File: config.mk
export PLATFORM = sky130hd
export DESIGN_NAME = dpp_div_stage
export DESIGN_NICKNAME = d
export VERILOG_FILES = /design/src/hdl/dpp_pkg.sv /design/src/hdl/dpp_div_stage.sv
export SDC_FILE = /design/constraint.sdc
export NUM_CORES = 1
export LEC_CHECK = 0
export BUFFER_PORTS_ARGS = -buffer_cell sky130_fd_sc_hd__buf_2
export CAP_MARGIN = 10
export CORE_AREA = 2 2 130 132
export DETAILED_ROUTE_END_ITERATION = 7
export DIE_AREA = 0 0 132 134
export PLACE_DENSITY = 0.69
export SETUP_SLACK_MARGIN = 0.15
export SLEW_MARGIN = 20
export SYNTH_ARGS = -nofsm -noshare
export SYNTH_HDL_FRONTEND = slang
export SYNTH_SLANG_ARGS = --single-unit
File: constraint.sdc
create_clock -name clk -period 1.2 [get_ports clk]
set_input_delay 0.06 -clock clk [delete_from_list [all_inputs] [get_ports clk]]
set_output_delay 0.06 -clock clk [all_outputs]
set_load 0.005 [all_outputs]
File: src/hdl/dpp_pkg.sv
// Shared types, constants and helper functions for the depth pixel to point block.
// Used by every module in hdl/; depends on nothing else.

package dpp_pkg;

    // Field widths
    localparam int DEPTH_W  = 16;
    localparam int COORD_W  = 12;
    localparam int CFG_W    = 16;
    localparam int MAG_W    = 16;
    localparam int PROD_W   = 32;
    localparam int NUM_W    = PROD_W + 4;
    localparam int OUT_W    = 32;

    // One quotient bit per divider step
    localparam int DIV_STEPS = NUM_W;

    // Image bound; columns and rows at or above it are rejected
    localparam int IMAGE_SIDE_MAX = 4096;
    localparam int SIDE_CMP_W     = 15;

    // Register indexes
    localparam int CFG_IDX_W = 3;
    localparam logic [CFG_IDX_W-1:0] CFG_FOCAL_X   = 3'd0;
    localparam logic [CFG_IDX_W-1:0] CFG_FOCAL_Y   = 3'd1;
    localparam logic [CFG_IDX_W-1:0] CFG_CENTER_X  = 3'd2;
    localparam logic [CFG_IDX_W-1:0] CFG_CENTER_Y  = 3'd3;
    localparam logic [CFG_IDX_W-1:0] CFG_MAX_DEPTH = 3'd4;

    // Register reset values
    localparam logic [CFG_W-1:0] FOCAL_X_RESET   = 16'd8400;
    localparam logic [CFG_W-1:0] FOCAL_Y_RESET   = 16'd8400;
    localparam logic [CFG_W-1:0] CENTER_X_RESET  = 16'd5112;
    localparam logic [CFG_W-1:0] CENTER_Y_RESET  = 16'd3832;
    localparam logic [CFG_W-1:0] MAX_DEPTH_RESET = 16'd10000;

    // Saturation limits
    localparam logic [NUM_W-1:0] POS_LIMIT = 36'h0_7FFF_FFFF;
    localparam logic [NUM_W-1:0] NEG_LIMIT = 36'h0_8000_0000;

    // Input word
    typedef struct packed {
        logic [DEPTH_W-1:0] depth_mm;
        logic [COORD_W-1:0] pixel_col;
        logic [COORD_W-1:0] pixel_row;
    } pixel_t;

    // Output word
    typedef struct packed {
        logic                    point_valid;
        logic signed [OUT_W-1:0] x_mm_q4;
        logic signed [OUT_W-1:0] y_mm_q4;
        logic [DEPTH_W-1:0]      z_mm;
    } point_t;

    // Camera registers
    typedef struct packed {
        logic [CFG_W-1:0] focal_x_q4;
        logic [CFG_W-1:0] focal_y_q4;
        logic [CFG_W-1:0] center_x_q4;
        logic [CFG_W-1:0] center_y_q4;
        logic [CFG_W-1:0] max_depth_mm;
    } cfg_t;

    // Per-pixel flags carried alongside the division
    typedef struct packed {
        logic               point_valid;
        logic               neg_x;
        logic               neg_y;
        logic               zero_x;
        logic               zero_y;
        logic [DEPTH_W-1:0] depth;
    } meta_t;

    // Partial remainder and shifting numerator/quotient of one axis
    typedef struct packed {
        logic [CFG_W-1:0] rem;
        logic [NUM_W-1:0] qn;
    } axis_t;

    // Word travelling down the divider pipeline
    typedef struct packed {
        meta_t meta;
        axis_t ax;
        axis_t ay;
    } div_word_t;

    // One restoring division step: bring down the next numerator bit,
    // subtract the divisor if it fits, shift the quotient bit in.
    function automatic axis_t div_step(axis_t a, logic [CFG_W-1:0] divisor);
        logic [CFG_W:0] trial;
        logic [CFG_W:0] diff;
        axis_t          r;
        trial = {a.rem, a.qn[NUM_W-1]};
        diff  = trial - {1'b0, divisor};
        if (trial >= {1'b0, divisor})
        begin
            r.rem = diff[CFG_W-1:0];
            r.qn  = {a.qn[NUM_W-2:0], 1'b1};
        end
        else
        begin
            r.rem = trial[CFG_W-1:0];
            r.qn  = {a.qn[NUM_W-2:0], 1'b0};
        end
        return r;
    endfunction

endpackage

File: src/hdl/dpp_div_stage.sv
// One registered step of the X and Y dividers: one quotient bit per axis.
// Depends on dpp_pkg.

module dpp_div_stage (
    input  logic               clk,
    input  logic               rst_n,
    input  logic               advance,
    input  dpp_pkg::cfg_t      cfg,
    input  logic               in_valid,
    input  dpp_pkg::div_word_t in_word,
    output logic               out_valid,
    output dpp_pkg::div_word_t out_word
);

    logic               valid_reg;
    dpp_pkg::div_word_t word_reg, word_next;

    // Divide by the focal lengths, flags pass through untouched
    always_comb
    begin
        word_next.meta = in_word.meta;
        word_next.ax   = dpp_pkg::div_step(in_word.ax, cfg.focal_x_q4);
        word_next.ay   = dpp_pkg::div_step(in_word.ay, cfg.focal_y_q4);
    end

    always_ff @(posedge clk or negedge rst_n)
    begin
        if (!rst_n)
        begin
            valid_reg <= 1'b0;
        end
        else if (advance)
        begin
            valid_reg <= in_valid;
        end
    end

    always_ff @(posedge clk)
    begin
        if (advance)
        begin
            word_reg <= word_next;
        end
    end

    assign out_valid = valid_reg;
    assign out_word  = word_reg;

endmodule

; ---- After elaboration in Yosys (flattened, before gate mapping)
; Cells that the tools add are included.
[word_totals]
ff_bits = 126
latchBits = 0
ram_bits = 0
romBits = 0
output_inout_bits = 126
elab_cells = 17
mem_count = 0
[op_classes]
addsub = 2
multipliers = 0
div_mod_pow = 0
n_lt_le_gt_ge = 2
n_eq_ne = 0
n_shift = 0
n_mux = 2
bitwise_logic = 0
n_reduce_logical = 0
[ops]
columns = op, count
row1 = $mux 52, 2
row2 = $ge 17x16->1, 2
row3 = $sub 16x16->16, 2

; ---- Logic depth before layout (Yosys ltp)
[logic_depth]
word_depth = 2
ltp_mapped = 10
mapped_depth_nobuf = 9

; ---- Least setup slack after synthesis
; Ideal clock, no wire load.
[synth_timing]
kind = in2reg
startpoint = input port cfg[58] (netlist bit)
endpoint = register word_reg, in the netlist out_word[45], data pin
arrival_time_ns = 1.946
t_required_ns = 0.940
slack_ns = -1.006
stages = 9
path_buffers = 1
path_cell_list = inv_1 -> ha_1 -> or2_1 -> and3_1 -> a21oi_1 -> o21ai_4 -> a31oi_4 -> buf_6 -> mux2_4
[synth_lines]
columns = element, line
row1 = from (decl), dpp_div_stage.sv:8  ; input dpp_pkg::cfg_t cfg,
row2 = to (signal assigned), dpp_div_stage.sv:42  ; word_reg <= word_next;
row3 = to (decl), dpp_div_stage.sv:16  ; dpp_pkg::div_word_t word_reg, word_next;

==> impl_metrics.yaml <==
synth:
  synth_edf_count: 125
  synth_compound_area_frac: 0.118
  synth_top_family_by_area: "compound AO/OA/AOI/OAI gates"
  synth_cells: 444
  seq_area_frac_synth: 0.628
  syn_area_per_cell_um2: 13.5
  ys_seq_elements: 126
  syn_area_um2: 6020
  synth_cell_types: 58
  synthFlopType: "edfxtp_1"
  synthArstFlopShare: 0.00794
  synth.mux.area_fraction: 0.0439
  synth-xor-area-share: 0.0277
  yosys.area_share.simple: 0.0730
  syn_nets: 687
  synthAdderAreaFrac: 0.0732
  yosysWarnings: 0
critical_path:
  path_buf_inv: 5
  critPathMaxFanout: 3
  path_cells: "buf_6 > inv_4 > ha_4 > buf_6 > nand2b_4 > a2111o_1 > buf_4 > buf_4 > nand3b_1 > o32ai_2 > xnor2_1 > mux2_4"
  worst_setup_path_start_kind: "input port"
  cp_top_family: "compound AO/OA/AOI/OAI gates"
  worstPathRequired_ps: 1370
  cp.arrival_ps: 1910
  end_kind: "flip-flop"
  crit_type: "input port to flip-flop"
  slowest_delay_ps: 390
  slowest_stage: "a2111o_1"
clocking:
  cts.sinks: 126
  cts_tree: "built"
  numCtsBuffers: 17
  clk_latency_ps: 420
  path_clk_slew_ps: 70
  cts_root_buf: "clkbuf_16"
  clockBufferDepth: 2
  h-tree-depth: 4
place:
  place_hpwl_um: 14300
  port_buffers: 286
  gp_congestion: 0.903
  place_inst: 1043
floorplan:
  io_pins: 335
  die_y_um: 134
  initial_core_util: 0.369
  die-width_um: 132
  design.core.area_um2: 16300
  dieArea_um2: 17700
  core.rowCount: 47
power_and_ir_drop:
  p_comb_frac: 0.260
  vdd_drop_max_mv: 0.968
  swShare: 0.274
  leakagePower_nw: 5.04
  powerDensity_nw_per_um2: 1250
  net-switching-power_mw: 3.95
  clockPowerShare: 0.358
  power.internal_mw: 10.5
  seqPwrFrac: 0.382
sta:
  finalHoldViolations: 0
  clock_skew_ps: 0
  slew_violations: 0
  worstMarginPinSlew_ps: 375
  max_freq_mhz: 575
  rsz0062_at_grt: "true"
  setup_viol: 34
  timing.final.crit_share: 1.45
  relSlewSlack: 0.748
  period_minus_slack_ps: 1740
  setup_ws_ps: -539
  holdWs_ps: 18.9
routing:
  dr.pass1.iters: 4
  drtIter0Drc: 252
  route.vias.total: 5811
  routed_via_density: 4.76
  ant_nets: 0
  drc: 0
  wl_per_cell_um: 17.8
  finalWirelength_um: 21700
cells_and_area:
  n_fill_cell: 1065
  fin_cells: 1220
  regArea_um2: 3780
  final_nets: 1229
  syn2layout_area_growth_pct: 91.9
  multiInputGateArea_um2: 2830
  final_common_cell: "buf_2"
  final_layout_size_suffix_gt1_frac: 0.595
  final_cell_mix: "buf_2 (263), edfxtp_1 (125), buf_4 (113)"
global_routing:
  grt_remaining_overflow: 0
  grt_pass1_wl_um: 32700
  grt_max_degree: 49
  grtUsageTotal: 0.240
  antenna_found_initial: 1
  grt_pass1_vias: 6279
hold_path:
  hold_class: "input port to flip-flop"
status:
  status: "finished, violations left"
  violations: "negative setup slack"
flow_run:
  drv_cap: 0
[synthesized netlist by cell type (3+ instances only)]
cell type  count  area, um2
inv_1         48        180
nand4_1        3       18.8
o21a_1         6       45.0
nor2_1        27        101
and3_1         4       25.0
nand2b_1       5       31.3
nand2_1       12       45.0
and2_1         3       18.8
nor3_1         3       15.0
and4_1         3       26.3
o211ai_1       3       22.5
mux2_4         6       90.1
nor2b_1        4       25.0
a21boi_0       3       22.5
o21ai_0       13       65.1
clkbuf_1       4       15.0
o31a_1         3       26.3
a21o_1         7       52.6
nand3b_1       5       37.5
mux2i_1        5       50.1
a21oi_1       33        165
nand3_1        8       40.0
edfxtp_1     125       3750
mux2_2        11        124
o2111ai_1      4       35.0
xnor2_1       11       96.3
o31ai_1        3       22.5
xor2_1         8       70.1
a211oi_1       7       52.6
ha_1          32        400
[flip-flops by register name, indices dropped and copies added (netlist names)]
name / cells
out_valid: 1
out_word: 125
[cell type report]
cell class | instances | share of cell area
flip-flops and latches | 126 | 0.327
diodes | 1 | 0.000217
well taps | 220 | 0.0238
clock inverters | 15 | 0.0146
multi-input cells | 263 | 0.245
repair buffers | 530 | 0.333
inverters | 48 | 0.0191
clock buffers | 17 | 0.0369
[metal layers]
metal / track usage / share of wire / wire (um)
met4: 0.108 / 0.032 / 696
met2: 0.449 / 0.54 / 11700
met5: 0 / 0 / 0
met3: 0.0514 / 0.055 / 1200
met1: 0.259 / 0.37 / 8040
[per-stage QoR]
stage / power [mW] / TNS [ps] / setup slack [ps] / utilization / instance area [um2]
2_1_floorplan: 6.99 / -20450 / -819 / - / 6570
4_1_cts: 14.3 / -13300 / -561 / 0.693 / 11300
3_5_place_dp: 8.46 / -29650 / -1060 / 0.553 / 9010
3_3_place_gp: 8.38 / -28590 / -992 / 0.553 / 9010
5_1_grt: 15.0 / -15430 / -568 / 0.709 / 11500
6_report: 14.4 / -13930 / -539 / 0.709 / 11500
[logic make-up (layout without fill, tap and decap cells)]
kind of cell,after synthesis,after routing
other,0,1
adders and majority gates,34,34
buffers and inverters,55,610
DFF,126,126
AOI/OAI and AO/OA,103,103
xor gates and xnor gates,19,19
muxes,22,22
and+or+nand+nor,85,85
[repair_timing]
item / in CTS / in global routing
gates cloned: 1 / 0
buffers inserted: 20 / 12
hold buffers: 110 / 1
resized for setup: 107 / 39
endpoints found under the hold margin: 109 / 1
pin swaps: 45 / 34
endpoints found under the setup margin: 35 / 57
[final timing paths]
kind / start / end / slack [ps] / cells past startpoint
max: in_word[35] / out_word[47] / -540 / 12
min: in_word[38] / out_word[39] / 20 / 2
max reg2reg: out_valid / out_valid / 440 / 1
min reg2reg: out_valid / out_valid / 540 / 1
max in group asynchronous: rst_n / out_valid / 570 / 3
min in group asynchronous: rst_n / out_valid / 520 / 3
[power by group through the flow]
stage / combinational [mW] / sequential (mW) / clock (mW)
3_5_place_dp: 2.89 / 5.57 / 0
4_1_cts: 3.51 / 5.48 / 5.26
6_report: 3.75 / 5.50 / 5.15
5_1_grt: 4.00 / 5.53 / 5.49
2_1_floorplan: 1.35 / 5.63 / 0
3_3_place_gp: 2.83 / 5.56 / 0
Note: power is estimated with default switching activity, not from simulation.
