### src/hdl/dpp_pkg.sv
// Shared types, constants and helper functions for the depth pixel to point block.
// Used by every module in hdl/; depends on nothing else.

package dpp_pkg;

    // Field widths
    localparam int DEPTH_W  = 16;
    localparam int COORD_W  = 12;
    localparam int CFG_W    = 16;
    localparam int MAG_W    = 16;
    localparam int PROD_W   = 32;
    localparam int NUM_W    = PROD_W + 4;
    localparam int OUT_W    = 32;

    // One quotient bit per divider step
    localparam int DIV_STEPS = NUM_W;

    // Image bound; columns and rows at or above it are rejected
    localparam int IMAGE_SIDE_MAX = 4096;
    localparam int SIDE_CMP_W     = 15;

    // Register indexes
    localparam int CFG_IDX_W = 3;
    localparam logic [CFG_IDX_W-1:0] CFG_FOCAL_X   = 3'd0;
    localparam logic [CFG_IDX_W-1:0] CFG_FOCAL_Y   = 3'd1;
    localparam logic [CFG_IDX_W-1:0] CFG_CENTER_X  = 3'd2;
    localparam logic [CFG_IDX_W-1:0] CFG_CENTER_Y  = 3'd3;
    localparam logic [CFG_IDX_W-1:0] CFG_MAX_DEPTH = 3'd4;

    // Register reset values
    localparam logic [CFG_W-1:0] FOCAL_X_RESET   = 16'd8400;
    localparam logic [CFG_W-1:0] FOCAL_Y_RESET   = 16'd8400;
    localparam logic [CFG_W-1:0] CENTER_X_RESET  = 16'd5112;
    localparam logic [CFG_W-1:0] CENTER_Y_RESET  = 16'd3832;
    localparam logic [CFG_W-1:0] MAX_DEPTH_RESET = 16'd10000;

    // Saturation limits
    localparam logic [NUM_W-1:0] POS_LIMIT = 36'h0_7FFF_FFFF;
    localparam logic [NUM_W-1:0] NEG_LIMIT = 36'h0_8000_0000;

    // Input word
    typedef struct packed {
        logic [DEPTH_W-1:0] depth_mm;
        logic [COORD_W-1:0] pixel_col;
        logic [COORD_W-1:0] pixel_row;
    } pixel_t;

    // Output word
    typedef struct packed {
        logic                    point_valid;
        logic signed [OUT_W-1:0] x_mm_q4;
        logic signed [OUT_W-1:0] y_mm_q4;
        logic [DEPTH_W-1:0]      z_mm;
    } point_t;

    // Camera registers
    typedef struct packed {
        logic [CFG_W-1:0] focal_x_q4;
        logic [CFG_W-1:0] focal_y_q4;
        logic [CFG_W-1:0] center_x_q4;
        logic [CFG_W-1:0] center_y_q4;
        logic [CFG_W-1:0] max_depth_mm;
    } cfg_t;

    // Per-pixel flags carried alongside the division
    typedef struct packed {
        logic               point_valid;
        logic               neg_x;
        logic               neg_y;
        logic               zero_x;
        logic               zero_y;
        logic [DEPTH_W-1:0] depth;
    } meta_t;

    // Partial remainder and shifting numerator/quotient of one axis
    typedef struct packed {
        logic [CFG_W-1:0] rem;
        logic [NUM_W-1:0] qn;
    } axis_t;

    // Word travelling down the divider pipeline
    typedef struct packed {
        meta_t meta;
        axis_t ax;
        axis_t ay;
    } div_word_t;

    // One restoring division step: bring down the next numerator bit,
    // subtract the divisor if it fits, shift the quotient bit in.
    function automatic axis_t div_step(axis_t a, logic [CFG_W-1:0] divisor);
        logic [CFG_W:0] trial;
        logic [CFG_W:0] diff;
        axis_t          r;
        trial = {a.rem, a.qn[NUM_W-1]};
        diff  = trial - {1'b0, divisor};
        if (trial >= {1'b0, divisor})
        begin
            r.rem = diff[CFG_W-1:0];
            r.qn  = {a.qn[NUM_W-2:0], 1'b1};
        end
        else
        begin
            r.rem = trial[CFG_W-1:0];
            r.qn  = {a.qn[NUM_W-2:0], 1'b0};
        end
        return r;
    endfunction

endpackage

### src/hdl/dpp_sat.sv
// Output stage: sign, saturation to 32 bits and zeroing of rejected pixels.
// Depends on dpp_pkg.

module dpp_sat (
    input  logic               clk,
    input  logic               rst_n,
    input  logic               advance,
    input  logic               in_valid,
    input  dpp_pkg::div_word_t in_word,
    output logic               out_valid,
    output dpp_pkg::point_t    out_word
);

    logic            valid_reg;
    dpp_pkg::point_t word_reg, word_next;

    // Clamp the quotient magnitude and apply the sign
    function automatic logic [dpp_pkg::OUT_W-1:0] to_coord(logic [dpp_pkg::NUM_W-1:0] q,
                                                            logic neg, logic zero);
        logic [dpp_pkg::OUT_W-1:0] mag;
        logic [dpp_pkg::OUT_W-1:0] res;
        if (zero)
        begin
            res = '0;
        end
        else if (neg)
        begin
            mag = (q > dpp_pkg::NEG_LIMIT) ? dpp_pkg::NEG_LIMIT[dpp_pkg::OUT_W-1:0]
                                            : q[dpp_pkg::OUT_W-1:0];
            res = '0 - mag;
        end
        else
        begin
            res = (q > dpp_pkg::POS_LIMIT) ? dpp_pkg::POS_LIMIT[dpp_pkg::OUT_W-1:0]
                                            : q[dpp_pkg::OUT_W-1:0];
        end
        return res;
    endfunction

    always_comb
    begin
        if (in_word.meta.point_valid)
        begin
            word_next.point_valid = 1'b1;
            word_next.x_mm_q4 = to_coord(in_word.ax.qn, in_word.meta.neg_x, in_word.meta.zero_x);
            word_next.y_mm_q4 = to_coord(in_word.ay.qn, in_word.meta.neg_y, in_word.meta.zero_y);
            word_next.z_mm    = in_word.meta.depth;
        end
        else
        begin
            word_next = '0;
        end
    end

    always_ff @(posedge clk or negedge rst_n)
    begin
        if (!rst_n)
        begin
            valid_reg <= 1'b0;
        end
        else if (advance)
        begin
            valid_reg <= in_valid;
        end
    end

    always_ff @(posedge clk)
    begin
        if (advance)
        begin
            word_reg <= word_next;
        end
    end

    assign out_valid = valid_reg;
    assign out_word  = word_reg;

endmodule

### config.mk
export PLATFORM = sky130hd
export DESIGN_NAME = dpp_sat
export DESIGN_NICKNAME = d
export VERILOG_FILES = /design/src/hdl/dpp_pkg.sv /design/src/hdl/dpp_sat.sv
export SDC_FILE = /design/constraint.sdc
export NUM_CORES = 1
export LEC_CHECK = 0
export BUFFER_PORTS_ARGS = -buffer_cell sky130_fd_sc_hd__buf_4
export CAP_MARGIN = 0
export CORE_UTILIZATION = 53
export CTS_CLUSTER_DIAMETER = 50
export DETAILED_ROUTE_END_ITERATION = 8
export PLACE_DENSITY = 0.84
export REMOVE_ABC_BUFFERS = 1
export SLEW_MARGIN = 10
export SYNTH_ARGS = -nofsm -noshare
export SYNTH_HDL_FRONTEND = slang
export SYNTH_SLANG_ARGS = --single-unit
### constraint.sdc
create_clock -name clk -period 2.2 [get_ports clk]
set_input_delay 0.11 -clock clk [delete_from_list [all_inputs] [get_ports clk]]
set_output_delay 0.11 -clock clk [all_outputs]
set_load 0.05 [all_outputs]
==> metrics.md, run 1 <==
| Metric | Value |
|---|---|
| Synth top area cells | `edfxtp_1, o21ai_0, nor2_1, a21oi_1, nand2_1` |
| Seq cells post-synth | `82` |
| EDFF count, synth | `81` |
| Distinct cells, synth | `64` |
| H-Tree Depth | `3` |
| Gr ovfl total | `935` |
| WEP type | `sequential cell input` |
| Worst setup endpoint GRT | `out_word[74]$_SDFFCE_PP0P_/D` |
| Initial Util | `0.554` |
| Placed inst area | `0.00776 mm^2` |
| Post-synth top area cell | `edfxtp_1` |
| Post-Syn Area | `0.00519 mm^2` |
| Sink Count | `82` |
| Largest net degree at the start of global routing | `38` |
| Synth top area share | `0.468` |
| Failed at | `global routing (5_1_grt)` |
| Root buffer cell | `clkbuf_8` |
| Ports | `211` |
| Synth Instances | `547` |
| Port Buffers | `178` |
| Post-detail-place hpwl | `15000 um` |
| Syn. warnings | `0` |
| Die height | `101 um` |
| Num rows | `35` |
| RD Place Congestion | `1.03` |
| Asr flop ratio synth | `0.0122` |
| CTS Buf Count | `9` |
| Status | `did not finish` |
| GR Util All Layers | `1.01` |
| Avg Inst Size Synth | `9.50 um^2` |
| Clock buffer depth | `2` |
| Most common cell in the netlist | `edfxtp_1` |
| Commonest cells in the netlist | `edfxtp_1, nor2_1, nand2_1` |
| Error | `[ERROR GRT-0232] Routing congestion too high. Check the congestion heatmap in the GUI.` |
| Register area share after synthesis | `0.473` |
| Width of the die | `101 um` |
| Primary FF master, synth | `edfxtp_1` |
[metrics by stage]
| stage | hold WS, ns | std cells | setup WS, ns | TNS (ns) |
|---|---|---|---|---|
| 2_1_floorplan | -0.186 | 509 | -1.15 | -28.53 |
| 3_3_place_gp | -0.114 | 975 | -0.808 | -29.95 |
| 3_5_place_dp | -0.113 | 975 | -0.963 | -33.69 |
| 4_1_cts | 0.0206 | 1020 | -0.357 | -7.73 |
[cell families after synthesis]
logic type / after synthesis / share of synthesized area
compound gates: 177 / 0.233
xor+xnor: 4 / 0.00674
fa+ha+maj: 2 / 0.00482
buf+inv: 44 / 0.0342
flops: 82 / 0.473
mux: 2 / 0.00409
simple gates: 236 / 0.244
[repair_timing]
| item | in CTS |
|---|---|
| cloned | 1 |
| resized for setup | 111 |
| setup buffers | 29 |
| pin swaps | 68 |
| endpoints found under the hold margin | 2 |
| hold buffers | 2 |
| endpoints found under the setup margin | 45 |
[routing by layer]
| metal | global-route usage | GRT overflow |
|---|---|---|
| met1 | 0.894 | 4 |
| met2 | 1.34 | 671 |
| met3 | 0.702 | 7 |
| met4 | 1.25 | 253 |
| met5 | 0.200 | 0 |
==> inputs of run 2 (changes only) <==
--- a/config.mk
+++ b/config.mk
@@ -7,10 +7,9 @@
 export LEC_CHECK = 0
 export BUFFER_PORTS_ARGS = -buffer_cell sky130_fd_sc_hd__buf_4
 export CAP_MARGIN = 0
-export CORE_UTILIZATION = 53
-export CTS_CLUSTER_DIAMETER = 50
+export CORE_UTILIZATION = 40
 export DETAILED_ROUTE_END_ITERATION = 8
-export PLACE_DENSITY = 0.84
+export PLACE_DENSITY_LB_ADDON = 0.15
 export REMOVE_ABC_BUFFERS = 1
 export SLEW_MARGIN = 10
 export SYNTH_ARGS = -nofsm -noshare
==> run 2 against run 1 <==
  * The flow now finishes, with violations (setup timing)
  * Synthesized area unchanged
  * Synthesized cell count unchanged
==> metrics.md, run 2 <==
| Metric | Value |
|---|---|
| WP depth | `11` |
| Die area | `0.0134 mm^2` |
| Max reg flops | `81` |
| Flop pwr share | `0.376` |
| FF-to-FF path depth | `1` |
| Worst VDD drop | `0.327 mV` |
| RD Place Congestion | `0.969 (-6.1%)` |
| Vias in the first global route | `5943` |
| Avg Inst Size Synth | `9.50 um^2 (unchanged)` |
| H-Tree Depth | `3 (unchanged)` |
| Peak per-stage delay on the critical path | `0.57 ns` |
| Worst EP required | `2.35 ns` |
| Initial Util | `0.412 (-0.143)` |
| Data arrival, critical path | `2.73 ns` |
| Gr ovfl total | `0` |
| Commonest cells in the netlist | `edfxtp_1, nor2_1, nand2_1` |
| GR Util met2 | `0.523` |
| Placed inst area | `0.00780 mm^2 (+0.56%)` |
| Met1 Use GR | `0.356` |
| Worst Path Buf+Inv | `1` |
| Crit path kind | `primary input to flop` |
| Ports | `211 (unchanged)` |
| Vias per std cell | `5.90` |
| Gate power share | `0.276` |
| Post-detail-place hpwl | `14700 um (-1.7%)` |
| Asr flop ratio synth | `0.0122 (unchanged)` |
| Final Power | `5000 uW` |
| Register Area | `0.00246 mm^2` |
| Post-synth top area cell | `edfxtp_1` |
| CORE AREA | `0.0126 mm^2` |
| Sw Share | `0.321` |
| First-pass GRT wire length | `30700 um` |
| Fin worst setup slack | `-0.375 ns` |
| Synth top area cells | `edfxtp_1, o21ai_0, nor2_1, a21oi_1, nand2_1` |
| Die height | `116 um (+15%)` |
| Slew @ Worst Pin | `0.836 ns` |
| Worst-path clk slew | `0.07 ns` |
| Clk_skew | `0 ns` |
| Violated checks | `setup timing` |
| CP Cell Sequence | `buf_6, or4_4, or4_4, o31ai_4, nand2_2, ha_4, o31a_1, nand3_2, or4_4, a311oi_2, a311oi_1` |
| # DRC | `0` |
| Antenna Diode Count | `0` |
| Sink Count | `82 (unchanged)` |
| M3 GR Usage | `0.0476` |
| Critical-path top delay cell | `or4_4` |
| Most Used Layer, Global Route | `met2` |
| Worst hold-check path type | `primary input to flop` |
| Most common cell in the netlist | `edfxtp_1` |
| Final Hold Fails | `0` |
| Antenna violations before repair | `0` |
| TritonCTS clock tree | `built` |
| Clk_lat worst skew | `0.35 ns` |
| Distinct cells, synth | `64 (unchanged)` |
| GR Util All Layers | `0.303` |
| Num rows | `41 (+17%)` |
| Startpoint types | `primary input` |
| P_leak | `0.00363 uW` |
| Layout cell share with drive strength beyond 1 | `0.536` |
| Crit path capture type | `flop` |
| Finished Cell Area | `0.00908 mm^2` |
| Seq cells post-synth | `82 (unchanged)` |
| DRT iter0 DRCs | `423` |
| Commonest non-fill, non-tap cell in the layout | `buf_4` |
| Width of the die | `116 um (+15%)` |
| Most frequent cells in the layout | `buf_4, edfxtp_1, nor2_1` |
| Clock Power Share | `0.348` |
| Root buffer cell | `clkbuf_16` |
| Port Buffers | `178 (unchanged)` |
| Synth Instances | `547 (unchanged)` |
| Drt first pass iters | `5` |
| Power density over the cells | `551 mW/mm^2` |
| Pins over their slew limit | `0` |
| Setup repair after global routing missed its margin | `yes` |
| Endpoints failing setup | `38` |
| Area of the multi-input gates | `0.00310 mm^2` |
| Clock buffer depth | `2 (unchanged)` |
| Synth top area share | `0.468 (unchanged)` |
| Final net count | `1016` |
| Crit share post-route | `1.17` |
| EDFF count, synth | `81 (unchanged)` |
| Fin crit period | `2.58 ns` |
| Final wirelength | `21100 um` |
| Syn. warnings | `0 (unchanged)` |
| Status | `finished with violations` |
| Final antenna-violating net count | `0` |
| CTS Buf Count | `9 (unchanged)` |
| WHS | `0.0417 ns` |
| Int Pwr | `3390 uW` |
| Primary FF master, synth | `edfxtp_1` |
| Switching power | `1610 uW` |
| CP dominant cell by count | `or4_4` |
| Max Cap Viol | `0` |
| Crit-path leading delay family | `simple AND/OR/NAND/NOR gates` |
| CP Max Fanout | `4` |
| Fillers | `968` |
| Largest net degree at the start of global routing | `44` |
| Register area share after synthesis | `0.473 (unchanged)` |
| Post-Syn Area | `0.00519 mm^2 (unchanged)` |
| Synth-to-Final Area Change | `74.8%` |
| DR WL/cell | `19.9 um` |
| Max Fclk | `0.388 GHz` |
| Vias post-DR | `6263` |
| Slew HR | `0.443` |
| WHS Path Cells | `2` |
[run 2: cell counts after synthesis]
Identical to the previous run, type by type.
[run 2: path summary, 6_finish.rpt]
path | from | end | slack, ns
max in group asynchronous | rst_n | out_valid | 2.06
min in group asynchronous | rst_n | out_valid | 0.06
worst max register to register | out_valid | out_valid | 1.46
worst max-delay path | in_word[74] | out_word[74] | -0.38
worst min-delay path | in_word[105] | out_word[1] | 0.04
worst min register to register | out_valid | out_valid | 0.52
[run 2: metal layers]
layer  share of wire  routed length, um
met2            0.51              10700
met1            0.38               8050
met3           0.072               1520
met4           0.041                875
met5               0                  0
[run 2: logic make-up after synthesis]
| logic type | count (synthesis) | synth area share |
|---|---|---|
| multiplexers | 2 | 0.00409 |
| XOR/XNOR | 4 | 0.00674 |
| buffers and inverters | 44 | 0.0342 |
| AND/OR/NAND/NOR | 236 | 0.244 |
| flip-flops | 82 | 0.473 |
| AO/OA/AOI/OAI | 177 | 0.233 |
| adder cells (fa/ha/maj) | 2 | 0.00482 |
[run 2: repair_timing]
item | 4_1_cts | 5_1_grt
cloned | 1 | 1
endpoints found under the setup margin | 43 | 46
hold endpoints to repair | 2 | 0
hold buffers | 2 | 0
pin swaps | 44 | 53
buffers inserted | 10 | 19
gates resized for setup | 71 | 83
[run 2: layout make-up]
class | instances | share of cell area
multi-input cells | 421 | 0.342
clock buffers | 9 | 0.0248
inverters | 6 | 0.00248
clock inverters | 7 | 0.0118
repair buffers | 365 | 0.325
well taps | 172 | 0.0237
flip-flops and latches | 82 | 0.271
[run 2: stage by stage]
step | instances | util | setup TNS (ns) | worst slack [ns]
after floorplan | 509 | - | -28.53 | -1.15
after global placement | 1015 | 0.618 | -30.13 | -0.845
after detailed placement | 1015 | 0.618 | -31.82 | -0.874
after CTS | 1044 | 0.680 | -8.38 | -0.336
after global routing | 1062 | 0.720 | -11.39 | -0.432
final | 1062 | 0.720 | -8.74 | -0.375
[run 2: power groups by stage]
stage                     Combinational, uW  Clock [uW]  Sequential, uW
after floorplan                         187           0            2330
after global placement                 1250           0            1910
after detailed placement               1250           0            1910
after CTS                              1310        1750            1880
after global routing                   1440        1800            1890
final                                  1380        1740            1880
(Power assumes the default switching activity.)
==> inputs of run 3 (changes only) <==
==> constraint.sdc (replaced) <==
create_clock -name clk -period 2.1 [get_ports clk]
set_input_delay 0.105 -clock clk [delete_from_list [all_inputs] [get_ports clk]]
set_output_delay 0.105 -clock clk [all_outputs]
set_load 0.05 [all_outputs]
==> run 3 against run 2 <==
  * Sequential power is 5% higher
  * Highest routed layer unchanged
  * The flow still finishes with violations (setup timing)
  * Global-route usage is 1.6 points higher
  * Sequential cell count stayed put
  * Clock power is 3% lower
==> metrics.md, run 3 (synthesized netlist as in run 2, its figures left out) <==
| Metric | Value |
|---|---|
| R2R Setup Slk | `1.35 ns (-0.11 ns)` |
| Crit path kind | `primary input to flop` |
| Slew @ Worst Pin | `0.881 ns (+0.0451 ns)` |
| Synth-to-Final Area Change | `76.9%` |
| Placed insts | `1022 (+0.69%)` |
| # DRC | `0 (unchanged)` |
| Ports | `211 (unchanged)` |
| Layout cell share with drive strength beyond 1 | `0.546 (+0.00980)` |
| CTS Buf Count | `9 (unchanged)` |
| Worst r2r src | `out_valid` |
| CORE AREA | `0.0126 mm^2 (unchanged)` |
| Gr ovfl total | `0 (unchanged)` |
| Status | `finished with violations` |
| Post-detail-place hpwl | `14900 um (+1.2%)` |
| Largest net degree at the start of global routing | `42 (-4.5%)` |
| Vias in the first global route | `6319 (+6.3%)` |
| Fin worst setup slack | `-0.462 ns (-0.0865 ns)` |
| Power density over the cells | `555 mW/mm^2 (+0.81%)` |
| Final non-filler cell total | `1079 (+1.6%)` |
| GR Util All Layers | `0.318 (+0.0157)` |
| Antenna Diode Count | `0 (unchanged)` |
| Antenna violations before repair | `0 (unchanged)` |
| Die area | `0.0134 mm^2 (unchanged)` |
| Slew HR | `0.413 (-0.0300)` |
| Max reg flops | `81 (unchanged)` |
| Most frequent cells in the layout | `buf_4, edfxtp_1, nor2_1` |
| TritonCTS clock tree | `built` |
| Final Hold Fails | `0 (unchanged)` |
| Worst-path clk slew | `0.07 ns (about the same)` |
| Worst Setup EP | `out_word[74]` |
| Setup repair after global routing missed its margin | `yes` |
| Width of the die | `116 um (unchanged)` |
| Sink Count | `82 (unchanged)` |
| Pins over their slew limit | `0 (unchanged)` |
| P_leak | `0.00367 uW (+1.1%)` |
| Die height | `116 um (unchanged)` |
| CP Max Fanout | `4 (unchanged)` |
| DR WL/cell | `19.8 um (-0.49%)` |
| Endpoints failing setup | `49 (+29%)` |
| RD Place Congestion | `0.962 (-0.70%)` |
| Final wirelength | `21400 um (+1.1%)` |
| Num rows | `41 (unchanged)` |
| Max Fclk | `0.390 GHz` |
| Final net count | `1033 (+1.7%)` |
| Min-delay src | `in_word[118]` |
| First-pass GRT wire length | `32500 um (+5.8%)` |
| Total negative slack | `-14.88 ns (-6.14 ns)` |
| Startpoint types | `primary input` |
| Worst hold-check path type | `primary input to flop` |
| Port Buffers | `178 (unchanged)` |
| Pre-CTS setup slack | `-0.976 ns (-0.101 ns)` |
| Final antenna-violating net count | `0 (unchanged)` |
| Data arrival, critical path | `2.73 ns (about the same)` |
| Crit share post-route | `1.22` |
| Fin crit period | `2.56 ns` |
| Vias post-DR | `6370 (+1.7%)` |
| Max Cap Viol | `0 (unchanged)` |
| Worst VDD drop | `0.345 mV (+5.5%)` |
| Clk_lat worst skew | `0.34 ns (about the same)` |
| DRT iter0 DRCs | `396 (-6.4%)` |
| Violated checks | `setup timing` |
| H-Tree Depth | `3 (unchanged)` |
| Worst EP required | `2.26 ns (-0.09 ns)` |
| CP startpoint | `in_word[73]` |
| FF-to-FF path depth | `1 (unchanged)` |
| Root buffer cell | `clkbuf_16` |
| Clk_skew | `0 ns (unchanged)` |
| Clock buffer depth | `2 (unchanged)` |
| Drt first pass iters | `5 (unchanged)` |
| Initial Util | `0.412 (unchanged)` |
| Crit Reg-Reg Endpoint | `out_valid` |
| Vias per std cell | `5.90 (+0.11%)` |
| Crit path capture type | `flop` |
| Commonest non-fill, non-tap cell in the layout | `buf_4` |
==> run 3: worst min path at each step <==
stage	slack (ns)	depth (start not counted)	endpoint
floorplan	-0.19	0	out_valid
global placement	-0.12	1	out_valid
detailed placement	-0.11	1	out_valid
CTS	0.03	2	out_word[14]
global route	0.03	2	out_word[11]
finish	0.04	2	out_word[14]
==> run 3: cell type report <==
cell class,instances,area [um^2]
Clock buffer,10,239
Tap cell,172,215
Clock inverter,6,71.3
Timing Repair Buffer,381,3070
Inverter,6,22.5
Sequential cell,82,2460
Multi-Input combinational cell,422,3120
Fill cell,959,3430
==> run 3: what timing repair did <==
| item | CTS | global route |
|---|---|---|
| endpoints found under the hold margin | 2 | 0 |
| hold buffers | 2 | 0 |
| setup endpoints to repair | 50 | 53 |
| setup buffers | 28 | 21 |
| resized for setup | 89 | 70 |
| gates cloned | 1 | 0 |
| pin swaps | 61 | 44 |
==> run 3: report_power, final <==
group | internal (uW) | switching [uW]
Combinational | 553 | 895
Clock | 970 | 712
Sequential | 1930 | 36.7
Total | 3460 | 1640
==> run 3: worst max-delay path, cell delays in order <==
cell	delay [ns]
buf_6	0.09
or4_4	0.53
or4_4	0.56
o31ai_4	0.36
nand2_2	0.11
ha_4	0.21
o31a_1	0.15
nand3_2	0.09
or4_4	0.12
a311oi_2	0.10
a311oi_1	0.29
==> run 3: per-stage QoR <==
| step | power [uW] | area [um^2] | utilization | hold slack, ns |
|---|---|---|---|---|
| 5_1_grt | 5260 | 9190 | 0.728 | 0.0319 |
| 2_1_floorplan | 2640 | 5040 | - | -0.191 |
| 3_3_place_gp | 3310 | 7840 | 0.621 | -0.119 |
| 3_5_place_dp | 3320 | 7840 | 0.621 | -0.113 |
| 6_report | 5100 | 9190 | 0.728 | 0.0411 |
| 4_1_cts | 5060 | 8800 | 0.697 | 0.0333 |
==> run 3: metal layers <==
layer	GRT usage	wire, um	part of all wire
met1	0.365	7800	0.37
met3	0.0554	1610	0.075
met5	0	0	0
met4	0.170	1090	0.051
met2	0.565	10900	0.51
