$ cat src/hdl/dpp_pkg.sv
// Shared types, constants and helper functions for the depth pixel to point block.
// Used by every module in hdl/; depends on nothing else.

package dpp_pkg;

    // Field widths
    localparam int DEPTH_W  = 16;
    localparam int COORD_W  = 12;
    localparam int CFG_W    = 16;
    localparam int MAG_W    = 16;
    localparam int PROD_W   = 32;
    localparam int NUM_W    = PROD_W + 4;
    localparam int OUT_W    = 32;

    // One quotient bit per divider step
    localparam int DIV_STEPS = NUM_W;

    // Image bound; columns and rows at or above it are rejected
    localparam int IMAGE_SIDE_MAX = 4096;
    localparam int SIDE_CMP_W     = 15;

    // Register indexes
    localparam int CFG_IDX_W = 3;
    localparam logic [CFG_IDX_W-1:0] CFG_FOCAL_X   = 3'd0;
    localparam logic [CFG_IDX_W-1:0] CFG_FOCAL_Y   = 3'd1;
    localparam logic [CFG_IDX_W-1:0] CFG_CENTER_X  = 3'd2;
    localparam logic [CFG_IDX_W-1:0] CFG_CENTER_Y  = 3'd3;
    localparam logic [CFG_IDX_W-1:0] CFG_MAX_DEPTH = 3'd4;

    // Register reset values
    localparam logic [CFG_W-1:0] FOCAL_X_RESET   = 16'd8400;
    localparam logic [CFG_W-1:0] FOCAL_Y_RESET   = 16'd8400;
    localparam logic [CFG_W-1:0] CENTER_X_RESET  = 16'd5112;
    localparam logic [CFG_W-1:0] CENTER_Y_RESET  = 16'd3832;
    localparam logic [CFG_W-1:0] MAX_DEPTH_RESET = 16'd10000;

    // Saturation limits
    localparam logic [NUM_W-1:0] POS_LIMIT = 36'h0_7FFF_FFFF;
    localparam logic [NUM_W-1:0] NEG_LIMIT = 36'h0_8000_0000;

    // Input word
    typedef struct packed {
        logic [DEPTH_W-1:0] depth_mm;
        logic [COORD_W-1:0] pixel_col;
        logic [COORD_W-1:0] pixel_row;
    } pixel_t;

    // Output word
    typedef struct packed {
        logic                    point_valid;
        logic signed [OUT_W-1:0] x_mm_q4;
        logic signed [OUT_W-1:0] y_mm_q4;
        logic [DEPTH_W-1:0]      z_mm;
    } point_t;

    // Camera registers
    typedef struct packed {
        logic [CFG_W-1:0] focal_x_q4;
        logic [CFG_W-1:0] focal_y_q4;
        logic [CFG_W-1:0] center_x_q4;
        logic [CFG_W-1:0] center_y_q4;
        logic [CFG_W-1:0] max_depth_mm;
    } cfg_t;

    // Per-pixel flags carried alongside the division
    typedef struct packed {
        logic               point_valid;
        logic               neg_x;
        logic               neg_y;
        logic               zero_x;
        logic               zero_y;
        logic [DEPTH_W-1:0] depth;
    } meta_t;

    // Partial remainder and shifting numerator/quotient of one axis
    typedef struct packed {
        logic [CFG_W-1:0] rem;
        logic [NUM_W-1:0] qn;
    } axis_t;

    // Word travelling down the divider pipeline
    typedef struct packed {
        meta_t meta;
        axis_t ax;
        axis_t ay;
    } div_word_t;

    // One restoring division step: bring down the next numerator bit,
    // subtract the divisor if it fits, shift the quotient bit in.
    function automatic axis_t div_step(axis_t a, logic [CFG_W-1:0] divisor);
        logic [CFG_W:0] trial;
        logic [CFG_W:0] diff;
        axis_t          r;
        trial = {a.rem, a.qn[NUM_W-1]};
        diff  = trial - {1'b0, divisor};
        if (trial >= {1'b0, divisor})
        begin
            r.rem = diff[CFG_W-1:0];
            r.qn  = {a.qn[NUM_W-2:0], 1'b1};
        end
        else
        begin
            r.rem = trial[CFG_W-1:0];
            r.qn  = {a.qn[NUM_W-2:0], 1'b0};
        end
        return r;
    endfunction

endpackage

$ cat src/hdl/dpp_front.sv
// Front end: pixel range check, centre offset and depth multiply, two register stages.
// Depends on dpp_pkg.

module dpp_front (
    input  logic               clk,
    input  logic               rst_n,
    input  logic               advance,
    input  dpp_pkg::cfg_t      cfg,
    input  logic               in_valid,
    input  dpp_pkg::pixel_t    in_word,
    output logic               out_valid,
    output dpp_pkg::div_word_t out_word
);

    // Stage 1 registers
    logic                          s1_valid_reg;
    logic                          s1_pv_reg,    s1_pv_next;
    logic                          s1_negx_reg,  s1_negx_next;
    logic                          s1_negy_reg,  s1_negy_next;
    logic [dpp_pkg::MAG_W-1:0]     s1_magx_reg,  s1_magx_next;
    logic [dpp_pkg::MAG_W-1:0]     s1_magy_reg,  s1_magy_next;
    logic [dpp_pkg::DEPTH_W-1:0]   s1_depth_reg;

    // Stage 2 registers
    logic                          s2_valid_reg;
    dpp_pkg::div_word_t            s2_word_reg,  s2_word_next;

    logic [dpp_pkg::MAG_W-1:0]     pos_x;
    logic [dpp_pkg::MAG_W-1:0]     pos_y;
    logic [dpp_pkg::PROD_W-1:0]    prod_x;
    logic [dpp_pkg::PROD_W-1:0]    prod_y;

    // Range check and signed offset from the principal point
    always_comb
    begin
        pos_x = {in_word.pixel_col, 4'b0000};
        pos_y = {in_word.pixel_row, 4'b0000};
        s1_pv_next = (in_word.depth_mm != '0)
                   && (in_word.depth_mm <= cfg.max_depth_mm)
                   && ({3'b000, in_word.pixel_col}
                       < dpp_pkg::SIDE_CMP_W'(dpp_pkg::IMAGE_SIDE_MAX))
                   && ({3'b000, in_word.pixel_row}
                       < dpp_pkg::SIDE_CMP_W'(dpp_pkg::IMAGE_SIDE_MAX));
        s1_negx_next = pos_x < cfg.center_x_q4;
        s1_negy_next = pos_y < cfg.center_y_q4;
        s1_magx_next = s1_negx_next ? (cfg.center_x_q4 - pos_x) : (pos_x - cfg.center_x_q4);
        s1_magy_next = s1_negy_next ? (cfg.center_y_q4 - pos_y) : (pos_y - cfg.center_y_q4);
    end

    always_ff @(posedge clk or negedge rst_n)
    begin
        if (!rst_n)
        begin
            s1_valid_reg <= 1'b0;
        end
        else if (advance)
        begin
            s1_valid_reg <= in_valid;
        end
    end

    always_ff @(posedge clk)
    begin
        if (advance)
        begin
            s1_pv_reg    <= s1_pv_next;
            s1_negx_reg  <= s1_negx_next;
            s1_negy_reg  <= s1_negy_next;
            s1_magx_reg  <= s1_magx_next;
            s1_magy_reg  <= s1_magy_next;
            s1_depth_reg <= in_word.depth_mm;
        end
    end

    // Offset times depth, scaled by 16 to keep the Q4 result
    always_comb
    begin
        prod_x = dpp_pkg::PROD_W'(s1_magx_reg) * dpp_pkg::PROD_W'(s1_depth_reg);
        prod_y = dpp_pkg::PROD_W'(s1_magy_reg) * dpp_pkg::PROD_W'(s1_depth_reg);
        s2_word_next.meta.point_valid = s1_pv_reg;
        s2_word_next.meta.neg_x       = s1_negx_reg;
        s2_word_next.meta.neg_y       = s1_negy_reg;
        s2_word_next.meta.zero_x      = prod_x == '0;
        s2_word_next.meta.zero_y      = prod_y == '0;
        s2_word_next.meta.depth       = s1_depth_reg;
        s2_word_next.ax.rem           = '0;
        s2_word_next.ax.qn            = {prod_x, 4'b0000};
        s2_word_next.ay.rem           = '0;
        s2_word_next.ay.qn            = {prod_y, 4'b0000};
    end

    always_ff @(posedge clk or negedge rst_n)
    begin
        if (!rst_n)
        begin
            s2_valid_reg <= 1'b0;
        end
        else if (advance)
        begin
            s2_valid_reg <= s1_valid_reg;
        end
    end

    always_ff @(posedge clk)
    begin
        if (advance)
        begin
            s2_word_reg <= s2_word_next;
        end
    end

    assign out_valid = s2_valid_reg;
    assign out_word  = s2_word_reg;

endmodule

$ cat config.mk
export PLATFORM = sky130hd
export DESIGN_NAME = dpp_front
export DESIGN_NICKNAME = d
export VERILOG_FILES = /design/src/hdl/dpp_pkg.sv /design/src/hdl/dpp_front.sv
export SDC_FILE = /design/constraint.sdc
export NUM_CORES = 1
export LEC_CHECK = 0
export BUFFER_PORTS_ARGS = -buffer_cell sky130_fd_sc_hd__buf_2
export CAP_MARGIN = 20
export CELL_PAD_IN_SITES_DETAIL_PLACEMENT = 2
export CELL_PAD_IN_SITES_GLOBAL_PLACEMENT = 2
export CORE_ASPECT_RATIO = 0.7
export CORE_MARGIN = 8
export CORE_UTILIZATION = 42
export DETAILED_ROUTE_END_ITERATION = 10
export PLACE_DENSITY = 0.95
export SKIP_CTS_REPAIR_TIMING = 1
export SYNTH_ARGS = -nofsm -noshare
export SYNTH_HDL_FRONTEND = slang
export SYNTH_SLANG_ARGS = --single-unit
export TNS_END_PERCENT = 20
$ cat constraint.sdc
create_clock -name clk -period 13.5 [get_ports clk]
set_input_delay 0 -clock clk [delete_from_list [all_inputs] [get_ports clk]]
set_output_delay 0 -clock clk [all_outputs]
set_load 0.005 [all_outputs]
Yosys cells after proc, flatten, opt, wreduce, memory -nomap -nowiden
Cells that the tools add are included.
{"block": "totals", "n_memories": 0, "elab_cells": 31, "mem_bits_ro": 0, "latchBits": 0, "in_bits": 124, "ramBits": 0, "regBits": 138, "out_inout_bits": 126}
{"block": "op_classes", "reduce_logical": 4, "eq_ne": 0, "n_mux": 2, "bitwise": 0, "n_shift": 0, "n_addsub": 4, "magnitude_cmp": 3, "div": 0, "n_mul": 2}
{"op": "32-bit logical NOT", "n": 2}
{"op": "16-bit by 16-bit multiplier with 32-bit output", "n": 2}
{"op": "16-bit subtractor", "n": 4}
{"op": "16-bit less-than comparator", "n": 2}
{"op": "16-bit 2-to-1 mux", "n": 2}
{"op": "16-bit less-or-equal comparator", "n": 1}
{"op": "16-bit nonzero test", "n": 1}
{"op": "1-bit logical AND", "n": 1}

Logic depth before layout (Yosys ltp)
Gate-level depths: netlist of run 1.
{"block": "depth", "word_depth": 2, "depth_mapped": 24, "ltp_nobuf": 23}

Worst setup path before layout of run 1
Ideal clock, no wire load.
{"block": "synth_timing", "path_kind": "flip-flop to flip-flop", "start": "reg s1_magx_reg[12] (netlist bit)", "end": "reg s2_word_reg, in the netlist out_word[121], data pin", "setup_time_ns": 0.170, "t_required_ns": 13.330, "stages_incl_launch_ff": 22, "arrival_ns": 6.374, "period_less_slack_ns": 6.544, "path_slack_ns": 6.956, "n_path_buf": 1, "path_cell_list": "edfxtp_1 clkbuf_1 nand2_1 fa_1 fa_1 fa_1 inv_1 fa_1 fa_1 inv_1 fa_1 inv_1 ha_1 a21o_1 a21o_1 a211oi_2 a21oi_1 or3_1 a2111oi_2 nand4b_1 or4_1 nor4_2"}
{"item": "from (decl)", "line_no": "dpp_front.sv:20", "rtl": "logic [dpp_pkg::MAG_W-1:0] s1_magx_reg, s1_magx_next;"}
{"item": "from (signal assigned)", "line_no": "dpp_front.sv:69", "rtl": "s1_magx_reg <= s1_magx_next;"}
{"item": "to (signal assigned)", "line_no": "dpp_front.sv:108", "rtl": "s2_word_reg <= s2_word_next;"}
{"item": "to (decl)", "line_no": "dpp_front.sv:26", "rtl": "dpp_pkg::div_word_t s2_word_reg, s2_word_next;"}

==> results_dict.tcl, run 1 <==
set metrics [dict create \
    grt_max_degree 74 \
    status "complete, no violations" \
    vias 19824 \
    cp_top_family "adder cells" \
    synth-warning-count 0 \
    gr-total-overflow 0 \
    diodes 0 \
    maxCapViolations 0 \
    grt_pass1_vias 24164 \
    std_cell_rows 74 \
    layout_common_cells "inv_1 (527), fa_1 (390), nand2_1 (329)" \
    drc 0 \
    maxSlewHeadroom_pct 24.1 \
    tightestPinTransition_ns 1.13 \
    initial_core_util_pct 42.4 \
    synthesis.area_sq_um 24700 \
    place.gp.congestion 0.851 \
    wire_per_inst_um 26.2 \
    hold_class "input port to flip-flop" \
    tns_ns 0 \
    die_w_um 306 \
    worst_setup_path_end_kind "flip-flop" \
    setup_violations 0 \
    required_ns 13.80 \
    root_buffer "clkbuf_16" \
    period_needed_ns 8.21 \
    cts_buffers 17 \
    worst-setup-path-type "flip-flop to flip-flop" \
    worst_path_most_repeated_cell "fa_1" \
    async_reset_ff_share_pct 1.45 \
    cts_buffer_depth 2 \
    fin_util_pct 46.4 \
    pin_count 250 \
    largest_register_ffs 85 \
    drt_wl_total_um 92400 \
    cp_num_buf_inv 4 \
    fmax_mhz 122 \
    insertion_delay_ns 0.48 \
    hold_viol 0 \
    dp_hpwl_um 72800 \
    dieArea_sq_um 67000 \
    drive_above_1_share_pct 9.54 \
    area_growth_pct 9.31 \
    critical-path-max-stage-delay_ns 0.97 \
    cts_tree "built" \
    hold_ws_ns 0.0463 \
    via_per_inst 5.62 \
    first_iter_violations 1041 \
    port_buffers 177 \
    fin_crit_sh_pct 60.8 \
    arrival_ns 8.51 \
    drv_slew 0 \
    syn_avg_cell_area_sq_um 9.45 \
    synth_cells 2615 \
    fp.dieH_um 219 \
    ys_seq_elements 138 \
    ant_nets 0 \
    synth_edf_count 136 \
    grt_antenna_before_repair 1 \
    path_max_fanout 18 \
    core_sq_um 58200 \
    rsz0062_at_grt "no" \
    grt_pass1_wl_um 142000 \
    cts_sinks 138 \
    final_common_cell "inv_1" \
    path_cells "buf_4 > nand2_1 > fa_1 > inv_1 > fa_1 > fa_1 > fa_1 > fa_1 > inv_1 > fa_1 > inv_1 > ha_1 > a21oi_1 > o21ai_0 > a311oi_1 > o221ai_1 > xor2_1 > nor4_1 > nand4b_1 > or4_1 > nor4_1" \
    nets 3538 \
    ys.flop_type "edfxtp_1" \
    firstDrtPassIters 5 \
    crit_path_start_kind "flip-flop" \
    grt_usage_pct 27.4 \
    clkSlewWorstSetupHoldPaths_ns 0.08 \
    crit_slowest_cell "edfxtp_1" \
    fin_skew_ns 0.0140 \
    cts_max_level 4 \
    ys_seq_area_share_pct 16.7 \
    synth.distinct_cells 86 \
]
==> synth_stat cells, types with 9 or more instances <==
cell type | n | area, sq um
nor3_1 | 26 | 130
nand3_1 | 15 | 75.1
clkbuf_1 | 97 | 364
buf_4 | 40 | 300
nor2_1 | 52 | 195
nor4_1 | 10 | 62.6
and2_1 | 240 | 1500
nand2b_1 | 9 | 56.3
o211ai_1 | 11 | 82.6
mux2i_1 | 9 | 90.1
o21ai_0 | 38 | 190
inv_1 | 527 | 1980
a21o_1 | 41 | 308
xor2_1 | 33 | 289
nand4_1 | 16 | 100
a21oi_1 | 76 | 380
nand2_1 | 329 | 1230
edfxtp_1 | 136 | 4080
ha_1 | 270 | 3380
a211oi_1 | 10 | 75.1
or3_1 | 10 | 62.6
and3_1 | 12 | 75.1
o21a_1 | 15 | 113
nor2b_1 | 12 | 75.1
xnor2_1 | 33 | 289
a31oi_1 | 11 | 68.8
fa_1 | 390 | 7810
==> metrics by stage <==
| stage | instance area [sq um] | cells | setup WS [ns] |
|---|---|---|---|
| after global placement | 26100 | 3467 | 5.90 |
| after CTS | 26700 | 3500 | 5.37 |
| after detailed placement | 26200 | 3468 | 5.46 |
| after floorplan | 24900 | 2654 | 6.96 |
| final | 27000 | 3527 | 5.29 |
| after global routing | 27000 | 3527 | 4.98 |
==> final timing paths <==
path | cells past startpoint | end | start | slack [ns]
worst min register to register | 0 | out_word[122] | s1_negy_reg | 0.42
min in group asynchronous | 3 | s1_valid_reg | rst_n | 0.41
worst max register to register | 21 | out_word[120] | s1_depth_reg[7] | 5.29
worst max-delay path | 21 | out_word[120] | s1_depth_reg[7] | 5.29
worst min-delay path | 3 | s1_magy_reg[1] | cfg[17] | 0.05
max in group asynchronous | 3 | out_valid | rst_n | 12.97
==> layout make-up <==
cell class | count | area (sq um)
Fill cell | 6257 | 31200
Multi-Input combinational cell | 1844 | 18000
Clock buffer | 17 | 425
Clock inverter | 15 | 168
Inverter | 529 | 1990
Tap cell | 760 | 951
Timing Repair Buffer | 224 | 1310
Sequential cell | 138 | 4130
==> cells by family (layout without fill, tap and decap cells) <==
| kind of cell | Yosys count | count (layout) | synth area share, % |
|---|---|---|---|
| AOI/OAI and AO/OA | 301 | 301 | 8.64 |
| xor gates and xnor gates | 66 | 66 | 2.34 |
| adders and majority gates | 660 | 660 | 45.3 |
| buffers and inverters | 672 | 785 | 10.8 |
| DFF | 138 | 138 | 16.7 |
| muxes | 15 | 15 | 0.638 |
| other | 1 | 40 | 0.0152 |
| and+or+nand+nor | 762 | 762 | 15.5 |
==> worst register-to-register path, delay by kind of cell, from the launching register on <==
family          cells  cell delay (ns)
compound gates      4             1.40
xor+xnor            1             0.26
simple gates        5             1.38
buf+inv             4             0.56
fa+ha+maj           7             3.44
flops               1             0.97
==> layer usage <==
| metal | global-route usage (%) | wire length (um) | share of wire [%] | vias to the layer above |
|---|---|---|---|---|
| met3 | 4.79 | 4520 | 4.9 | 257 |
| met4 | 12.0 | 4010 | 4.3 | 2 |
| met5 | 0 | 13 | 0.014 | - |
| met1 | 31.1 | 35300 | 38 | 10428 |
| met2 | 50.4 | 48600 | 53 | 653 |
| li1 | - | - | - | 8484 |
Power of run 1 is left out: the tool's default activity adds up to more than one toggle a clock period on the data nets, which glitch-free logic cannot reach.
==> run 2, diff against run 1 <==
ABC_AREA = 1   (was default)
CORE_UTILIZATION = 33   (was 42)
PLACE_DENSITY = 0.86   (was 0.95)
clock period = 7.19 ns   (was 13.5 ns; I/O delays follow)
==> run 2 against run 1 <==
Clock-buffer cell count is the same. Via count grew 19%. Global-route usage shrank 4.2 points. Sequential cell count is the same. Critical endpoint unchanged.
==> results_dict.tcl, run 2 <==
set metrics [dict create \
    hold_class "input port to flip-flop" \
    via_per_inst 4.95 \
    vias 23524 \
    ant_nets 0 \
    ys_seq_elements 138 \
    first_iter_violations 1309 \
    cts_max_level 4 \
    grt_antenna_before_repair 2 \
    ff_latch_area_sq_um 4130 \
    final_cells 4753 \
    nFillCells 9486 \
    synth_top_cells_by_area "fa_1 (29%), nand2_1 (16%), edfxtp_1 (15%)" \
    place_inst 4691 \
    tns_ns 0 \
    period_needed_ns 7.07 \
    nets 4454 \
    status "complete, no violations" \
    port_buffers 177 \
    fin_util_pct 36.7 \
    ys.flop_type "edfxtp_1" \
    layout_common_cells "nand2_1 (1106), inv_1 (985), fa_1 (390)" \
    cts_buffer_depth 2 \
    synth.distinct_cells 47 \
    core_sq_um 80300 \
    min_from "in_word[0]" \
    grt_pass1_wl_um 161000 \
    root_buffer "clkbuf_16" \
    crit_slowest_cell "edfxtp_1" \
    multi_input_area_sq_um 18100 \
    grt_usage_pct 23.2 \
    path_cells "nand2_1 > fa_1 > inv_1 > fa_1 > fa_1 > fa_1 > fa_1 > inv_1 > fa_1 > inv_1 > ha_1 > nand2_1 > nor2_2 > inv_2 > nor2_2 > nand4_1 > nand3_1 > nand2_1 > nand2_1 > nand2_1 > nor2_1 > nand3_1 > nor2_1" \
    place.gp.congestion 0.842 \
    synth_cells 3540 \
    required_ns 7.56 \
    hold_end "s1_magy_reg[4]" \
    fin_crit_sh_pct 98.3 \
    cts_tree "built" \
    drv_slew 0 \
    synth_top_area_share_pct 29.2 \
    synth_top_area_cell "fa_1" \
    initial_core_util_pct 33.2 \
    rrSetupSlack_ns 0.12 \
    min_delay_path_depth 3 \
    ys_seq_area_share_pct 15.5 \
    final_common_cell "nand2_1" \
    cts_buffers 17 \
    cp_top_family "adder cells" \
    drive_above_1_share_pct 8.25 \
    path_max_fanout 19 \
    worst_path_most_repeated_cell "fa_1" \
    r2r_end "out_word[120]" \
    fmax_mhz 141 \
    die_w_um 356 \
    gr-total-overflow 0 \
    hold_viol 0 \
    setup_violations 0 \
    clkSlewWorstSetupHoldPaths_ns 0.08 \
    post-synth-top-count-cell "nand2_1" \
    tightestPinTransition_ns 1.22 \
    r2r_start "s1_depth_reg[12]" \
    worst-setup-path-type "flip-flop to flip-flop" \
    reg2reg_depth 23 \
    grt_max_degree 82 \
    cp_num_buf_inv 4 \
    pin_count 250 \
    wire_per_inst_um 23.1 \
    worst_setup_path_end_kind "flip-flop" \
    synth_edf_count 136 \
    place_ws_ns 0.421 \
    fp.dieH_um 254 \
    setup_slack_ns 0.123 \
    drt_wl_total_um 110000 \
    dieArea_sq_um 90400 \
    arrival_ns 7.43 \
    maxSlewHeadroom_pct 19.0 \
    cts_sinks 138 \
    synthTopCellsByCount "nand2_1 (1106), inv_1 (985), fa_1 (390), ha_1 (270), edfxtp_1 (136)" \
    dp_hpwl_um 84500 \
    largest_register_ffs 85 \
    crit_path_start_kind "flip-flop" \
    synth-warning-count 0 \
    syn_avg_cell_area_sq_um 7.54 \
    std_cell_rows 87 \
    synthesis.area_sq_um 26700 \
    drc 0 \
    firstDrtPassIters 5 \
    fin_skew_ns 0.0267 \
    insertion_delay_ns 0.51 \
    maxCapViolations 0 \
    grt_pass1_vias 27920 \
    area_growth_pct 10.3 \
    async_reset_ff_share_pct 1.45 \
    critical-path-max-stage-delay_ns 1.17 \
]
## run 2: cell count changes in the layout (fill, tap and decap cells not counted), sizes merged, moves of 33 or more
| cell | delta |
|---|---|
| a21o | -33 |
| nand3 | +68 |
| inv | +468 |
| nand2 | +790 |
| nor2 | +69 |
| and2 | -239 |
## run 2: layout make-up
class                   instances  area share, %
flip-flops and latches        138           14.0
well taps                    1068           4.54
repair buffers                242           5.09
clock inverters                15          0.544
clock buffers                  17           1.44
diodes                          2         0.0170
multi-input cells            2270           61.6
inverters                    1001           12.8
## run 2: logic make-up (layout without fill, tap and decap cells)
group	count (synthesis)	in the layout	synth area share [%]
fa+ha+maj	660	660	41.9
buf+inv	1171	1275	17.1
other cells	1	42	0.0140
flops	138	138	15.5
simple gates	1386	1386	20.9
xor+xnor	53	53	1.74
compound gates	131	131	2.84
## run 2: worst max-delay path by stage
stage                          start            end  cells past startpoint
detailed placement  s1_depth_reg[12]  out_word[120]                     23
global placement     s1_depth_reg[1]  out_word[121]                     20
CTS                 s1_depth_reg[12]  out_word[120]                     23
global route         s1_depth_reg[4]  out_word[121]                     25
finish              s1_depth_reg[12]  out_word[120]                     23
floorplan             s1_magy_reg[7]  out_word[120]                     28
## run 2: worst min-delay path, delay by kind of cell
| kind | cells | cell delay, ns |
|---|---|---|
| buf+inv | 1 | 0.08 |
| fa+ha+maj | 1 | 0.18 |
| xor+xnor | 1 | 0.09 |
## run 2: metal layers
metal  wire [um]  part of all wire [%]  global-route usage [%]
met5           0                     0                       0
met4        4870                   4.4                    10.2
met3        6370                   5.8                    4.80
met2       53200                    49                    40.0
met1       45200                    41                    27.9
## run 2: metrics by stage
| stage | hold slack, ns | instance area [sq um] |
|---|---|---|
| 2_1_floorplan | -0.296 | 26900 |
| 3_3_place_gp | -0.214 | 28600 |
| 3_5_place_dp | -0.212 | 28600 |
| 4_1_cts | -0.791 | 29200 |
| 5_1_grt | 0.00477 | 29500 |
| 6_report | 0.00926 | 29500 |
Power of run 2 is left out for the same reason.
==> run 3, diff against run 2 <==
ABC_AREA = default   (was 1)
CORE_UTILIZATION = 36   (was 33)
PLACE_DENSITY = 0.87   (was 0.86)
==> run 3 against run 2 <==
Die area decreased by 14%. Via count decreased by 15%. Clock-buffer cell count unchanged. Critical path depth decreased by 2. Utilization increased by 5.3 points. First-iteration DRC count decreased by 22%. Non-clock buffer count increased by 102. Maximum frequency decreased by 0.97%. Sequential share of layout area increased by 0.42 points. Critical endpoint unchanged. Global-route usage decreased by 1.2 points. Final area decreased by 2.9%. Cell count decreased by 20%.
==> results_dict.tcl, run 3 (synthesized netlist as in run 1, its figures left out) <==
set metrics [dict create \
    status "complete, no violations" \
    core_sq_um 68100 \
    nets 3658 \
    hold_viol 0 \
    critical-path-max-stage-delay_ns 0.59 \
    drc 0 \
    ant_nets 0 \
    port_buffers 177 \
    worst_path_most_repeated_cell "fa_1" \
    crit_slowest_cell "fa_1" \
    clkSlewWorstSetupHoldPaths_ns 0.08 \
    setup_violations 0 \
    path_cells "buf_4 > nand2_1 > fa_1 > fa_1 > inv_1 > fa_1 > fa_1 > fa_1 > inv_1 > fa_1 > inv_1 > ha_1 > a21o_1 > a221o_1 > a21o_1 > a41o_1 > a41oi_2 > nor2_1 > xor2_1 > or4_4 > nor4_2" \
    insertion_delay_ns 0.51 \
    dp_hpwl_um 70400 \
    grt_pass1_vias 23705 \
    fp.dieH_um 235 \
    final_common_cell "inv_1" \
    cts_tree "built" \
    grt_usage_pct 21.9 \
    pin_count 250 \
    grt_pass1_wl_um 133000 \
    place_ws_ns -0.248 \
    fin_skew_ns 0.0222 \
    crit_path_start_kind "flip-flop" \
    root_buffer "clkbuf_16" \
    fmax_mhz 140 \
    worst_setup_path_end_kind "flip-flop" \
    area_growth_pct 15.7 \
    cts_max_level 4 \
    grt_max_degree 73 \
    maxCapViolations 0 \
    firstDrtPassIters 5 \
    arrival_ns 7.44 \
    tns_ns 0 \
    cp_num_buf_inv 4 \
    vias 19962 \
    fin_crit_sh_pct 99.3 \
    stdcell_area_sq_um 28600 \
    fin_util_pct 42.0 \
    gr-total-overflow 0 \
    maxSlewHeadroom_pct 26.1 \
    wire_per_inst_um 23.6 \
    cp_top_family "adder cells" \
    via_per_inst 5.27 \
    required_ns 7.50 \
    worst-setup-path-type "flip-flop to flip-flop" \
    grt_antenna_before_repair 4 \
    drive_above_1_share_pct 14.7 \
    drt_wl_total_um 89400 \
    die_w_um 329 \
    cts_sinks 138 \
    std_cell_rows 80 \
    cts_buffers 17 \
    cts_buffer_depth 2 \
    path_max_fanout 8 \
    period_needed_ns 7.14 \
    dieArea_sq_um 77400 \
    tightestPinTransition_ns 1.10 \
    setup_slack_ns 0.0534 \
    layout_common_cells "inv_1 (527), fa_1 (389), nand2_1 (328)" \
    initial_core_util_pct 36.3 \
    drv_slew 0 \
    diodes 0 \
    first_iter_violations 1017 \
    hold_class "input port to flip-flop" \
    dpl-instance-area_sq_um 27000 \
    place.gp.congestion 0.869 \
    largest_register_ffs 85 \
]
==> run 3: cell count changes in the layout (fill, tap and decap cells not counted), sizes merged, moves of 17 or more <==
| cell | delta |
|---|---|
| a21o | +33 |
| and2 | +239 |
| buf | +103 |
| inv | -468 |
| nand2 | -790 |
| nand3 | -68 |
| nand3b | -17 |
| nor2 | -69 |
| nor3 | +18 |
| o21ai | +20 |
| xnor2 | +21 |
==> run 3: path summary, 6_finish.rpt <==
check | from | endpoint | slack (ns) | cells after the start
max in group asynchronous | rst_n | out_valid | 6.71 | 3
worst min-delay path | advance | out_word[73] | 0.02 | 1
worst max register to register | s1_magy_reg[9] | out_word[120] | 0.05 | 21
worst max-delay path | s1_magy_reg[9] | out_word[120] | 0.05 | 21
worst min register to register | s1_pv_reg | out_word[124] | 0.42 | 0
min in group asynchronous | rst_n | s1_valid_reg | 0.36 | 3
==> run 3: worst reg2reg max path, stage by stage, from the launching register on <==
cell and delay [ns]:
edfxtp_1 0.57, buf_4 0.26, nand2_1 0.11, fa_1 0.50, fa_1 0.54, inv_1 0.07
fa_1 0.59, fa_1 0.44, fa_1 0.50, inv_1 0.05, fa_1 0.48, inv_1 0.04
ha_1 0.38, a21o_1 0.22, a221o_1 0.36, a21o_1 0.19, a41o_1 0.25, a41oi_2 0.28
nor2_1 0.10, xor2_1 0.17, or4_4 0.56, nor4_2 0.25
==> run 3: stage by stage <==
stage	instances	hold WS [ns]
after floorplan	2654	-0.296
after global placement	3686	-0.216
after detailed placement	3686	-0.214
after CTS	3718	-0.781
after global routing	3789	0.0518
final	3789	0.0243
==> run 3: layout make-up <==
type,instances,area (sq um)
Multi-Input combinational cell,1844,18300
Tap cell,902,1130
Clock inverter,15,150
Timing Repair Buffer,344,2490
Sequential cell,138,4130
Inverter,529,1990
Clock buffer,17,425
Fill cell,7411,39500
==> run 3: routing by layer <==
layer  wire length (um)  up-vias  global-route usage (%)
met5                 15        -                       0
met2              45300      571                    37.9
met4               2530        2                    7.15
li1                   -     8719                       -
met3               4560      158                    4.30
met1              37000    10512                    27.4
Power of run 3 is left out for the same reason.
